<file path="src/mp2_div.sv">
// Unsigned restoring divider, one quotient bit per cycle.
// Depends on nothing; shared by setup and result paths of the pooling top.
module mp2_div #(
    parameter int QW = 32,
    parameter int DV = 7
) (
    input  logic          i_clk,
    input  logic          i_rst_n,
    input  logic          i_start,
    input  logic [QW-1:0] i_dividend,
    input  logic [DV-1:0] i_divisor,
    output logic          o_busy,
    output logic          o_done,
    output logic [QW-1:0] o_quotient,
    output logic [DV-1:0] o_remainder
);

    localparam int CNW = $clog2(QW + 1);

    logic [QW-1:0]  r_quo;
    logic [DV-1:0]  r_rem;
    logic [DV-1:0]  r_dsr;
    logic [CNW-1:0] r_cnt;
    logic           r_busy;
    logic           r_done;

    logic [DV:0]    w_shift;
    logic [DV:0]    w_diff;
    logic           w_take;
    logic [QW-1:0]  n_quo;
    logic [DV-1:0]  n_rem;

    always_comb begin
        w_shift = {r_rem, r_quo[QW-1]};
        w_diff  = w_shift - {1'b0, r_dsr};
        w_take  = (w_shift >= {1'b0, r_dsr});
        n_rem   = w_take ? w_diff[DV-1:0] : w_shift[DV-1:0];
        n_quo   = {r_quo[QW-2:0], w_take};
    end

    always_ff @(posedge i_clk) begin
        if (!i_rst_n) begin
            r_busy <= 1'b0;
            r_done <= 1'b0;
            r_cnt  <= '0;
        end else begin
            r_done <= 1'b0;
            if (i_start && !r_busy) begin
                r_busy <= 1'b1;
                r_cnt  <= CNW'(QW);
            end else if (r_busy) begin
                r_cnt <= r_cnt - 1'b1;
                if (r_cnt == CNW'(1)) begin
                    r_busy <= 1'b0;
                    r_done <= 1'b1;
                end
            end
        end
    end

    always_ff @(posedge i_clk) begin
        if (i_start && !r_busy) begin
            r_quo <= i_dividend;
            r_rem <= '0;
            r_dsr <= i_divisor;
        end else if (r_busy) begin
            r_quo <= n_quo;
            r_rem <= n_rem;
        end
    end

    assign o_busy      = r_busy;
    assign o_done      = r_done;
    assign o_quotient  = r_quo;
    assign o_remainder = r_rem;

endmodule

</file>
<file path="config.mk">
export PLATFORM = sky130hd
export DESIGN_NAME = mp2_div
export DESIGN_NICKNAME = d
export VERILOG_FILES = /design/src/mp2_div.sv
export SDC_FILE = /design/constraint.sdc
export NUM_CORES = 1
export LEC_CHECK = 0
export ABC_AREA = 1
export BUFFER_PORTS_ARGS = -buffer_cell sky130_fd_sc_hd__buf_4
export CAP_MARGIN = 40
export CORE_ASPECT_RATIO = 0.6
export CORE_UTILIZATION = 46
export CTS_CLUSTER_DIAMETER = 120
export CTS_CLUSTER_SIZE = 12
export DETAILED_ROUTE_END_ITERATION = 16
export GPL_TIMING_DRIVEN = 0
export PLACE_DENSITY_LB_ADDON = 0.15
export SYNTH_ARGS = -nofsm -noshare
export SYNTH_HDL_FRONTEND = slang
export SYNTH_SLANG_ARGS = --single-unit
</file>
<file path="constraint.sdc">
create_clock -name i_clk -period 1.74 [get_ports i_clk]
set_input_delay 0.348 -clock i_clk [delete_from_list [all_inputs] [get_ports i_clk]]
set_output_delay 0.348 -clock i_clk [all_outputs]
set_load 0.01 [all_outputs]
</file>
==> impl_metrics.json, run 1 <==
{
  "ys_warn_count": 0,
  "cpMostUsedCell": "nand2_4",
  "ys_types": 27,
  "synthXorXnorAreaFrac_pct": 0.984,
  "vdd_drop_max_mv": 0.426,
  "vias_per_cell": 4.76,
  "final-hold-violation-count": 0,
  "combPwrFrac_pct": 38.2,
  "syn_area_um2": 2670,
  "synth_commonest_cells": "nand2_1 (145), edfxtp_1 (39), inv_1 (28)",
  "period_minus_slack_ns": 1.70,
  "dieWidth_um": 100,
  "p_int_mw": 2.76,
  "max_freq_ghz": 0.589,
  "worst_pin_slew_ns": 0.428,
  "status": "complete, no violations",
  "diodes": 0,
  "io_buffers": 82,
  "ys_seq_area_share_pct": 55.1,
  "routabilityCongestion": 0.848,
  "maxSlewHeadroom_pct": 71.4,
  "startpoint_type": "flop",
  "drt_iter0_drc": 77,
  "ys_ff_latch": 54,
  "dr.pass1.iters": 4,
  "drc": 0,
  "p_switching_mw": 1.43,
  "postCtsHoldBufs": 0,
  "num-fill-cells": 494,
  "htreeDepth": 2,
  "synth_compound_gate_area_share_pct": 2.48,
  "avgRoutedWirePerCell_um": 12.8,
  "synth_most_common_cell": "nand2_1",
  "cts_inserted_buffers": 5,
  "cp_data_arrival_time_ns": 1.95,
  "p_clk_share_pct": 20.3,
  "rsz0062_at_grt": "true",
  "overflow": 0,
  "initial_core_util_pct": 47.7,
  "skew_ns": 0.0102,
  "p_per_area_nw_per_um2": 1130,
  "use_met2_pct": 31.8,
  "avgSynthCellArea_um2": 8.70,
  "die_area_um2": 6130,
  "total_leakage_power_nw": 1.82,
  "clock_latency_ns": 0.31,
  "syn2layout_area_growth_pct": 38.9,
  "grt_pass1_vias": 1984,
  "grt_max_degree": 18,
  "holdWs_ns": 0.201,
  "multiInputGateArea_um2": 1130,
  "num_vias": 2323,
  "grt_use_total_pct": 21.2,
  "use_met3_pct": 5.56,
  "antenna_found_initial": 0,
  "placed_area_um2": 3420,
  "seq_power_share_pct": 41.5,
  "rows": 21,
  "worstHoldPathType": "primary input to flop",
  "setup_violations": 0,
  "switching_share_pct": 34.1,
  "die_y_um": 61.0,
  "clkSinkCount": 54,
  "worstSetupPathType": "flop to flop",
  "synth_simple_gate_area_share_pct": 30.4,
  "synth.area.top_cells": "edfxtp_1 (44%), nand2_1 (20%), dfxtp_1 (11%), ha_1 (4.2%), inv_1 (3.9%)",
  "syn-num-nets": 359,
  "clockBufferDepth": 2,
  "period_share_pct": 97.5,
  "cp_slowest_cell": "edfxtp_1",
  "seq_area_um2": 1470,
  "maxSlewViolCount": 0,
  "ant_nets": 0,
  "grt_pass1_wl_um": 9600,
  "synth_fa_ha_area_share_pct": 4.96,
  "synth_edf_count": 39,
  "cts_tree": "built",
  "clkTransAtPathRegs_ns": 0.10,
  "hpwl_um": 4450,
  "path_cells": "ha_4 > fa_2 > inv_2 > nand2_2 > nand2_4 > nand2_4 > nand2_4 > nand2_8 > nand3b_1 > nand3_1 > nand2_1",
  "ys.flop_type": "edfxtp_1",
  "end_kind": "flop",
  "synth.area.mux_share_pct": 0,
  "cap_viol_max_count": 0,
  "synth_cells": 307,
  "critPathTopFamily": "simple AND/OR/NAND/NOR gates",
  "grt-busiest-layer": "met2",
  "slowest_delay_ns": 0.43,
  "yosys.area.top_type": "edfxtp_1",
  "io_pins": 83,
  "drive_gt1_share_pct": 33.8,
  "path_buf_inv": 1,
  "design_area_um2": 3710,
  "use_met1_pct": 30.4,
  "async_flop_share_pct": 0,
  "routed_wirelength_um": 6230,
  "synth_top_area_share_pct": 43.8,
  "synth_top_family_by_area": "simple AND/OR/NAND/NOR gates",
  "cts-root-buf": "clkbuf_8",
  "fin_nets": 459,
  "path_max_fanout": 8,
  "core_region_area_um2": 5600,
  "crit_required_ns": 1.99
}
[power groups by stage]
stage | Clock (mW) | Sequential [mW] | Combinational (mW)
2_1_floorplan | 0 | 1.82 | 0.780
3_5_place_dp | 0 | 1.76 | 1.36
6_report | 0.853 | 1.74 | 1.60
3_3_place_gp | 0 | 1.76 | 1.32
4_1_cts | 0.862 | 1.74 | 1.44
5_1_grt | 0.915 | 1.77 | 1.77
[through the flow]
step           util (%)  worst slack, ns  TNS (ns)  instances  total power, mW
6_report           66.3           0.0431         0        488             4.19
5_1_grt            66.3          -0.0560    -0.309        488             4.45
4_1_cts            64.7         -0.00793   -0.0122        483             4.04
3_5_place_dp       61.1           -0.245     -5.86        470             3.12
3_3_place_gp       60.6           -0.380    -12.89        469             3.08
2_1_floorplan         -           0.0267         0        307             2.60
[cell families after synthesis]
logic type / Yosys count
simple gates: 191
flops: 54
buf+inv: 39
compound gates: 10
fa+ha+maj: 10
xor+xnor: 3
[final timing paths]
check | slack [ns] | end | depth (start not counted) | from
max | 0.04 | o_remainder[2] | 11 | r_dsr[0]
min | 0.20 | r_dsr[2] | 1 | i_divisor[2]
max reg2reg | 0.04 | o_remainder[2] | 11 | r_dsr[0]
min reg2reg | 0.47 | r_cnt[1] | 2 | r_cnt[1]
[sequential cells by signal, indices dropped and copies added, names as in the netlist]
signal	cells
r_cnt	6
o_quotient	32
o_remainder	7
r_dsr	7
o_done	1
o_busy	1
[layout make-up]
| class | count | area share [%] |
|---|---|---|
| plain buffers | 7 | 1.11 |
| inverters | 32 | 3.34 |
| multi-input cells | 214 | 30.5 |
| repair buffers | 93 | 19.7 |
| well taps | 80 | 2.70 |
| flip-flops and latches | 54 | 39.6 |
| clock inverters | 2 | 1.01 |
| clock buffers | 6 | 1.96 |
[placed cells by master, fill, tap and decap left out, drive strengths merged, types with 3 or more instances in the layout]
cell type and instances:
nand3b 5, xor2 3, inv 31, edfxtp 39, ha 9, nand2 146
clkbuf 6, dfxtp 15, nor2 13, nand3 17, nor3 3, a21oi 7
nand4 4, buf 100
[what timing repair did]
action                     CTS  global route
buffers inserted             5             5
resized for setup           11            13
gates cloned                 0             0
setup endpoints to repair   40            49
pin swaps                    5             9
[layer usage]
| metal | share of wire, % | vias to the layer above |
|---|---|---|
| met1 | 50 | 1063 |
| met5 | 0 | - |
| met2 | 43 | 69 |
| met4 | 1.1 | 0 |
| met3 | 5.8 | 8 |
| li1 | - | 1183 |
(Power assumes the default switching activity.)
==> inputs of run 2 (changes only) <==
--- a/config.mk
+++ b/config.mk
@@ -9,7 +9,7 @@
 export BUFFER_PORTS_ARGS = -buffer_cell sky130_fd_sc_hd__buf_4
 export CAP_MARGIN = 40
 export CORE_ASPECT_RATIO = 0.6
-export CORE_UTILIZATION = 46
+export CORE_UTILIZATION = 50
 export CTS_CLUSTER_DIAMETER = 120
 export CTS_CLUSTER_SIZE = 12
 export DETAILED_ROUTE_END_ITERATION = 16
==> constraint.sdc (replaced) <==
create_clock -name i_clk -period 1.6 [get_ports i_clk]
set_input_delay 0.32 -clock i_clk [delete_from_list [all_inputs] [get_ports i_clk]]
set_output_delay 0.32 -clock i_clk [all_outputs]
set_load 0.01 [all_outputs]
==> run 2 against run 1 <==
  * Non-clock buffer count grew 1
  * Die area decreased by 7.8%
  * Routed wire length up 3.3%
  * The run now ends with negative setup slack left
  * Register-to-register slack worse by 0.15 ns
  * Highest routed layer unchanged
  * Total power increased by 5.7%
==> impl_metrics.json, run 2 (synthesis results as in run 1) <==
{
  "status": "finished, violations left",
  "violations": "negative setup slack",
  "setup_slack_ns": -0.108,
  "drt_iter0_drc": 112,
  "avgRoutedWirePerCell_um": 13.5,
  "rows": 20,
  "crit_required_ns": 1.79,
  "path_max_fanout": 7,
  "vias_per_cell": 4.89,
  "stdcell_count": 475,
  "grt_use_total_pct": 24.1,
  "cts-root-buf": "clkbuf_8",
  "maxSlewHeadroom_pct": 77.0,
  "worstSetupPathType": "flop to flop",
  "maxSlewViolCount": 0,
  "dpl_worst_slack_ns": -0.410,
  "core_region_area_um2": 5100,
  "max_freq_ghz": 0.586,
  "drc": 0,
  "fin_nets": 461,
  "setup_violations": 9,
  "clock_latency_ns": 0.30,
  "end_kind": "flop",
  "diodes": 0,
  "dr.pass1.iters": 4,
  "worstHoldPathType": "primary input to flop",
  "syn2layout_area_growth_pct": 37.8,
  "design_area_um2": 3680,
  "overflow": 0,
  "min_from": "i_divisor[5]",
  "io_buffers": 82,
  "cts_inserted_buffers": 5,
  "cap_viol_max_count": 0,
  "dp_cells": 455,
  "cts_tree": "built",
  "routed_wirelength_um": 6440,
  "vdd_drop_max_mv": 0.519,
  "seq_area_um2": 1470,
  "num_vias": 2325,
  "multiInputGateArea_um2": 1150,
  "total_leakage_power_nw": 1.80,
  "initial_core_util_pct": 52.3,
  "startpoint": "o_quotient[31]",
  "grt_max_degree": 18,
  "grt_pass1_vias": 2145,
  "period_share_pct": 107,
  "antenna_found_initial": 0,
  "clockBufferDepth": 2,
  "startpoint_type": "flop",
  "skew_ns": 0.00607,
  "p_per_area_nw_per_um2": 1200,
  "clkSinkCount": 54,
  "routabilityCongestion": 0.920,
  "period_minus_slack_ns": 1.71,
  "grt_pass1_wl_um": 10100,
  "reg2reg_slack_ns": -0.11,
  "worst_pin_slew_ns": 0.343,
  "placed_area_um2": 3400,
  "io_pins": 83,
  "drive_gt1_share_pct": 35.0,
  "die_area_um2": 5650,
  "die_y_um": 58.6,
  "final-hold-violation-count": 0,
  "hpwl_um": 4610,
  "rsz0062_at_grt": "true",
  "num-fill-cells": 396,
  "htreeDepth": 2,
  "cp_data_arrival_time_ns": 1.90,
  "final_common_cell": "nand2_1",
  "r2r_start": "o_quotient[31]",
  "dieWidth_um": 96.4,
  "holdWs_ns": 0.190,
  "largest_reg_flops": 32,
  "clkTransAtPathRegs_ns": 0.09,
  "ant_nets": 0,
  "final_cell_mix": "nand2_1 (137), buf_4 (94), edfxtp_1 (39)"
}
## run 2: changes by cell type in the layout (fill, tap and decap cells not counted), sizes merged
cell	change
buf	+1
clkinvlp	+1
bufinv	-1
## run 2: what timing repair did
action | in CTS | in global routing
resized for setup | 16 | 7
buffers inserted | 9 | 3
hold buffers | 0 | 0
cloned | 1 | 0
endpoints found under the setup margin | 56 | 54
pin swaps | 6 | 10
## run 2: worst max-delay path: stages, from the launching register on
cell and delay, ns:
edfxtp_1 0.38, inv_2 0.06, ha_4 0.16, fa_2 0.35, inv_2 0.07, nand2_2 0.06, nand2_4 0.09, nand3_4 0.08
nand3_4 0.14, nand2_2 0.06, nand3_1 0.09, nand2_1 0.06
## run 2: per-stage QoR
| step | setup TNS (ns) | util, % | total power [mW] |
|---|---|---|---|
| 2_1_floorplan | -0.286 | - | 2.85 |
| 3_3_place_gp | -13.95 | 66.6 | 3.37 |
| 3_5_place_dp | -15.08 | 66.6 | 3.42 |
| 4_1_cts | -0.917 | 70.9 | 4.32 |
| 5_1_grt | -4.12 | 72.1 | 4.73 |
| 6_report | -0.641 | 72.1 | 4.43 |
## run 2: path summary, 6_finish.rpt
path                                        to  cells after the start
worst max-delay path            o_remainder[2]                     11
worst min-delay path                  r_dsr[5]                      1
worst max register to register  o_remainder[2]                     11
worst min register to register        r_cnt[1]                      2
## run 2: routing by layer
| layer | track usage, % | part of all wire (%) |
|---|---|---|
| met1 | 34.2 | 47 |
| met2 | 38.7 | 46 |
| met3 | 5.81 | 6.4 |
| met4 | 3.78 | 0.30 |
| met5 | 0 | 0 |
## run 2: cell type report
class	instances	area share, %
Clock buffer	6	1.97
Multi-Input combinational cell	214	31.4
Inverter	32	3.36
Clock inverter	1	0.204
Tap cell	66	2.24
Timing Repair inverter	1	0.204
Timing Repair Buffer	94	19.5
Buffer	7	1.19
Sequential cell	54	40.0
## run 2: report_power, final
part           internal [mW]  switching (mW)  total, mW  leakage, nW
Combinational          0.815            1.00       1.82         1.25
Sequential              1.75           0.144       1.89        0.517
Clock                  0.301           0.423      0.725       0.0373
Total                   2.86            1.57       4.43         1.80
==> inputs of run 3 (changes only) <==
--- a/config.mk
+++ b/config.mk
@@ -5,7 +5,6 @@
 export SDC_FILE = /design/constraint.sdc
 export NUM_CORES = 1
 export LEC_CHECK = 0
-export ABC_AREA = 1
 export BUFFER_PORTS_ARGS = -buffer_cell sky130_fd_sc_hd__buf_4
 export CAP_MARGIN = 40
 export CORE_ASPECT_RATIO = 0.6
==> run 3 against run 2 <==
  * The flow still finishes with violations (negative setup slack)
  * Global-route usage down 1.9 points
  * Die area decreased by 3.6%
  * Area after synthesis is 3.7% lower
  * Count of clock-buffer cells in the layout down 1
  * Worst hold slack got worse by 0.0068 ns
  * Final cell count shrank 23%
  * Combinational power about the same
  * First-iteration DRC count fell by 21%
  * Setup slack lost 0.45 ns
  * Non-clock buffer count fell by 2
  * Via count down 15%
  * Critical path type unchanged
  * Critical endpoint is now o_remainder[6]
==> impl_metrics.json, run 3 <==
{
  "status": "finished, violations left",
  "violations": "negative setup slack",
  "r2r_start": "o_quotient[31]",
  "htreeDepth": 2,
  "cts_inserted_buffers": 5,
  "drive_gt1_share_pct": 51.8,
  "vias_per_cell": 5.41,
  "cap_viol_max_count": 0,
  "clockBufferDepth": 2,
  "drt_iter0_drc": 88,
  "synth_commonest_cells": "edfxtp_1 (39), mux2_2 (32), inv_1 (17)",
  "yosys.area.top_type": "edfxtp_1",
  "routed_wirelength_um": 5900,
  "grt_use_total_pct": 22.2,
  "skew_ns": 0.0103,
  "rr_worst_depth": 9,
  "drc": 0,
  "clkSinkCount": 54,
  "reg2reg_slack_ns": -0.56,
  "syn_area_um2": 2570,
  "switching_share_pct": 34.2,
  "synth_most_common_cell": "edfxtp_1",
  "core_region_area_um2": 4750,
  "io_buffers": 82,
  "ys.flop_type": "edfxtp_1",
  "antenna_found_initial": 0,
  "crit_required_ns": 1.80,
  "grt_max_degree": 17,
  "setup_slack_ns": -0.561,
  "synth_cells": 200,
  "num_vias": 1981,
  "worstSetupPathType": "flop to flop",
  "synth.area.top_cells": "edfxtp_1 (46%), mux2_2 (14%), dfxtp_1 (12%), ha_1 (4.4%), inv_1 (2.5%)",
  "p_int_mw": 2.97,
  "dr.pass1.iters": 4,
  "avgRoutedWirePerCell_um": 16.1,
  "cts-root-buf": "clkbuf_8",
  "setup_violations": 8,
  "syn-num-nets": 252,
  "diodes": 0,
  "maxSlewViolCount": 0,
  "end_kind": "flop",
  "synth_edf_count": 39,
  "final-hold-violation-count": 0,
  "worst_pin_slew_ns": 0.551,
  "max_freq_ghz": 0.463,
  "ys_warn_count": 0,
  "grt_pass1_vias": 1873,
  "cp-endpoint": "o_remainder[6]",
  "die_area_um2": 5450,
  "grt_pass1_wl_um": 9100,
  "multiInputGateArea_um2": 1100,
  "hpwl_um": 4040,
  "regToRegEndpoint": "o_remainder[6]",
  "fin_nets": 354,
  "ys_types": 46,
  "io_pins": 83,
  "seq_area_um2": 1470,
  "clock_latency_ns": 0.31,
  "avgSynthCellArea_um2": 12.9,
  "path_max_fanout": 4,
  "maxSlewHeadroom_pct": 63.2,
  "seq_power_share_pct": 42.9,
  "routabilityCongestion": 0.845,
  "overflow": 0,
  "total_leakage_power_nw": 1.49,
  "cts_tree": "built",
  "syn2layout_area_growth_pct": 39.3,
  "ys_ff_latch": 54,
  "final_common_cell": "buf_4",
  "period_share_pct": 135,
  "cp_data_arrival_time_ns": 2.36,
  "initial_core_util_pct": 54.1,
  "combPwrFrac_pct": 40.6,
  "die_y_um": 57.6,
  "dpl_worst_slack_ns": -0.612,
  "p_switching_mw": 1.55,
  "dieWidth_um": 94.6,
  "vdd_drop_max_mv": 0.611,
  "p_clk_share_pct": 16.5,
  "synth_top_area_share_pct": 45.5,
  "startpoint": "o_quotient[31]",
  "num-fill-cells": 315,
  "clkTransAtPathRegs_ns": 0.10,
  "async_flop_share_pct": 0,
  "largest_reg_flops": 32,
  "period_minus_slack_ns": 2.16,
  "startpoint_type": "flop",
  "ant_nets": 0,
  "p_per_area_nw_per_um2": 1260,
  "worstHoldPathType": "primary input to flop",
  "final_cell_mix": "buf_4 (91), edfxtp_1 (39), mux2_2 (32)",
  "power_mw": 4.51,
  "rsz0062_at_grt": "true",
  "rows": 19,
  "ys_seq_area_share_pct": 57.2
}
-- run 3: changes by cell type after synthesis, moves of 4 or more --
cell	before	now
inv_1	28	17
inv_2	4	0
mux2_2	0	32
nand2_1	145	12
nand3_1	13	1
nand3b_1	5	0
-- run 3: routing by layer --
metal / part of all wire, % / routed length (µm) / track usage [%]
met5: 0 / 0 / 0
met4: 1.2 / 71 / 4.98
met3: 8.9 / 526 / 6.93
met2: 44 / 2600 / 31.8
met1: 46 / 2710 / 33.2
-- run 3: cell type report --
| type | instances | area share (%) |
|---|---|---|
| flip-flops and latches | 54 | 41.1 |
| plain buffers | 5 | 1.15 |
| multi-input cells | 124 | 30.8 |
| repair buffers | 94 | 20.2 |
| repair inverters | 1 | 0.210 |
| clock buffers | 5 | 1.92 |
| well taps | 63 | 2.20 |
| inverters | 17 | 1.89 |
| clock inverters | 3 | 0.454 |
-- run 3: per-stage QoR --
stage	hold slack (ns)	utilization, %	setup TNS [ns]	instance area, µm²	cells
after floorplan	0.419	-	-2.87	2580	200
after global placement	0.483	68.9	-15.15	3280	345
after detailed placement	0.497	68.9	-15.37	3280	345
after CTS	0.177	73.9	-3.58	3510	364
after global routing	0.170	75.3	-5.36	3580	366
final	0.183	75.3	-4.12	3580	366
-- run 3: worst min path at each step --
stage | end | from | slack [ns] | cells after the start
after floorplan | r_dsr[0] | i_divisor[0] | 0.42 | 0
after global placement | r_cnt[1] | r_cnt[1] | 0.48 | 2
after detailed placement | r_cnt[1] | r_cnt[1] | 0.50 | 2
after CTS | r_dsr[5] | i_divisor[5] | 0.18 | 1
after global routing | r_dsr[6] | i_divisor[6] | 0.17 | 1
final | r_dsr[1] | i_divisor[1] | 0.18 | 1
-- run 3: power by group through the flow --
| stage | Clock [mW] | Sequential (mW) | Combinational (mW) |
|---|---|---|---|
| after floorplan | 0 | 2.02 | 0.829 |
| after global placement | 0 | 1.96 | 1.45 |
| after detailed placement | 0 | 1.96 | 1.48 |
| after CTS | 0.755 | 1.93 | 1.68 |
| after global routing | 0.808 | 1.97 | 1.98 |
| final | 0.745 | 1.94 | 1.83 |
-- run 3: kinds of logic (layout without fill, tap and decap cells) --
kind of cell | Yosys count | after routing | synth area share, %
mux | 34 | 34 | 14.8
simple gates | 48 | 48 | 9.29
xor+xnor | 5 | 5 | 1.70
fa+ha+maj | 10 | 10 | 5.16
buf+inv | 22 | 125 | 3.40
flops | 54 | 54 | 57.2
compound gates | 27 | 27 | 8.46
-- run 3: timing repair --
action / CTS / global route
endpoints found under the hold margin: 0 / 0
setup endpoints to repair: 69 / 51
buffers inserted: 10 / 2
gates cloned: 1 / 0
hold buffers: 0 / 0
pin swaps: 8 / 4
gates resized for setup: 15 / 12
-- run 3: worst max-delay path: stages (launching register included) --
cell      delay (ns)
edfxtp_1        0.39
inv_1           0.06
ha_2            0.17
fa_2            0.33
and2b_2         0.26
o22ai_4         0.08
buf_6           0.13
a31oi_4         0.23
nor2_4          0.08
a311o_1         0.31
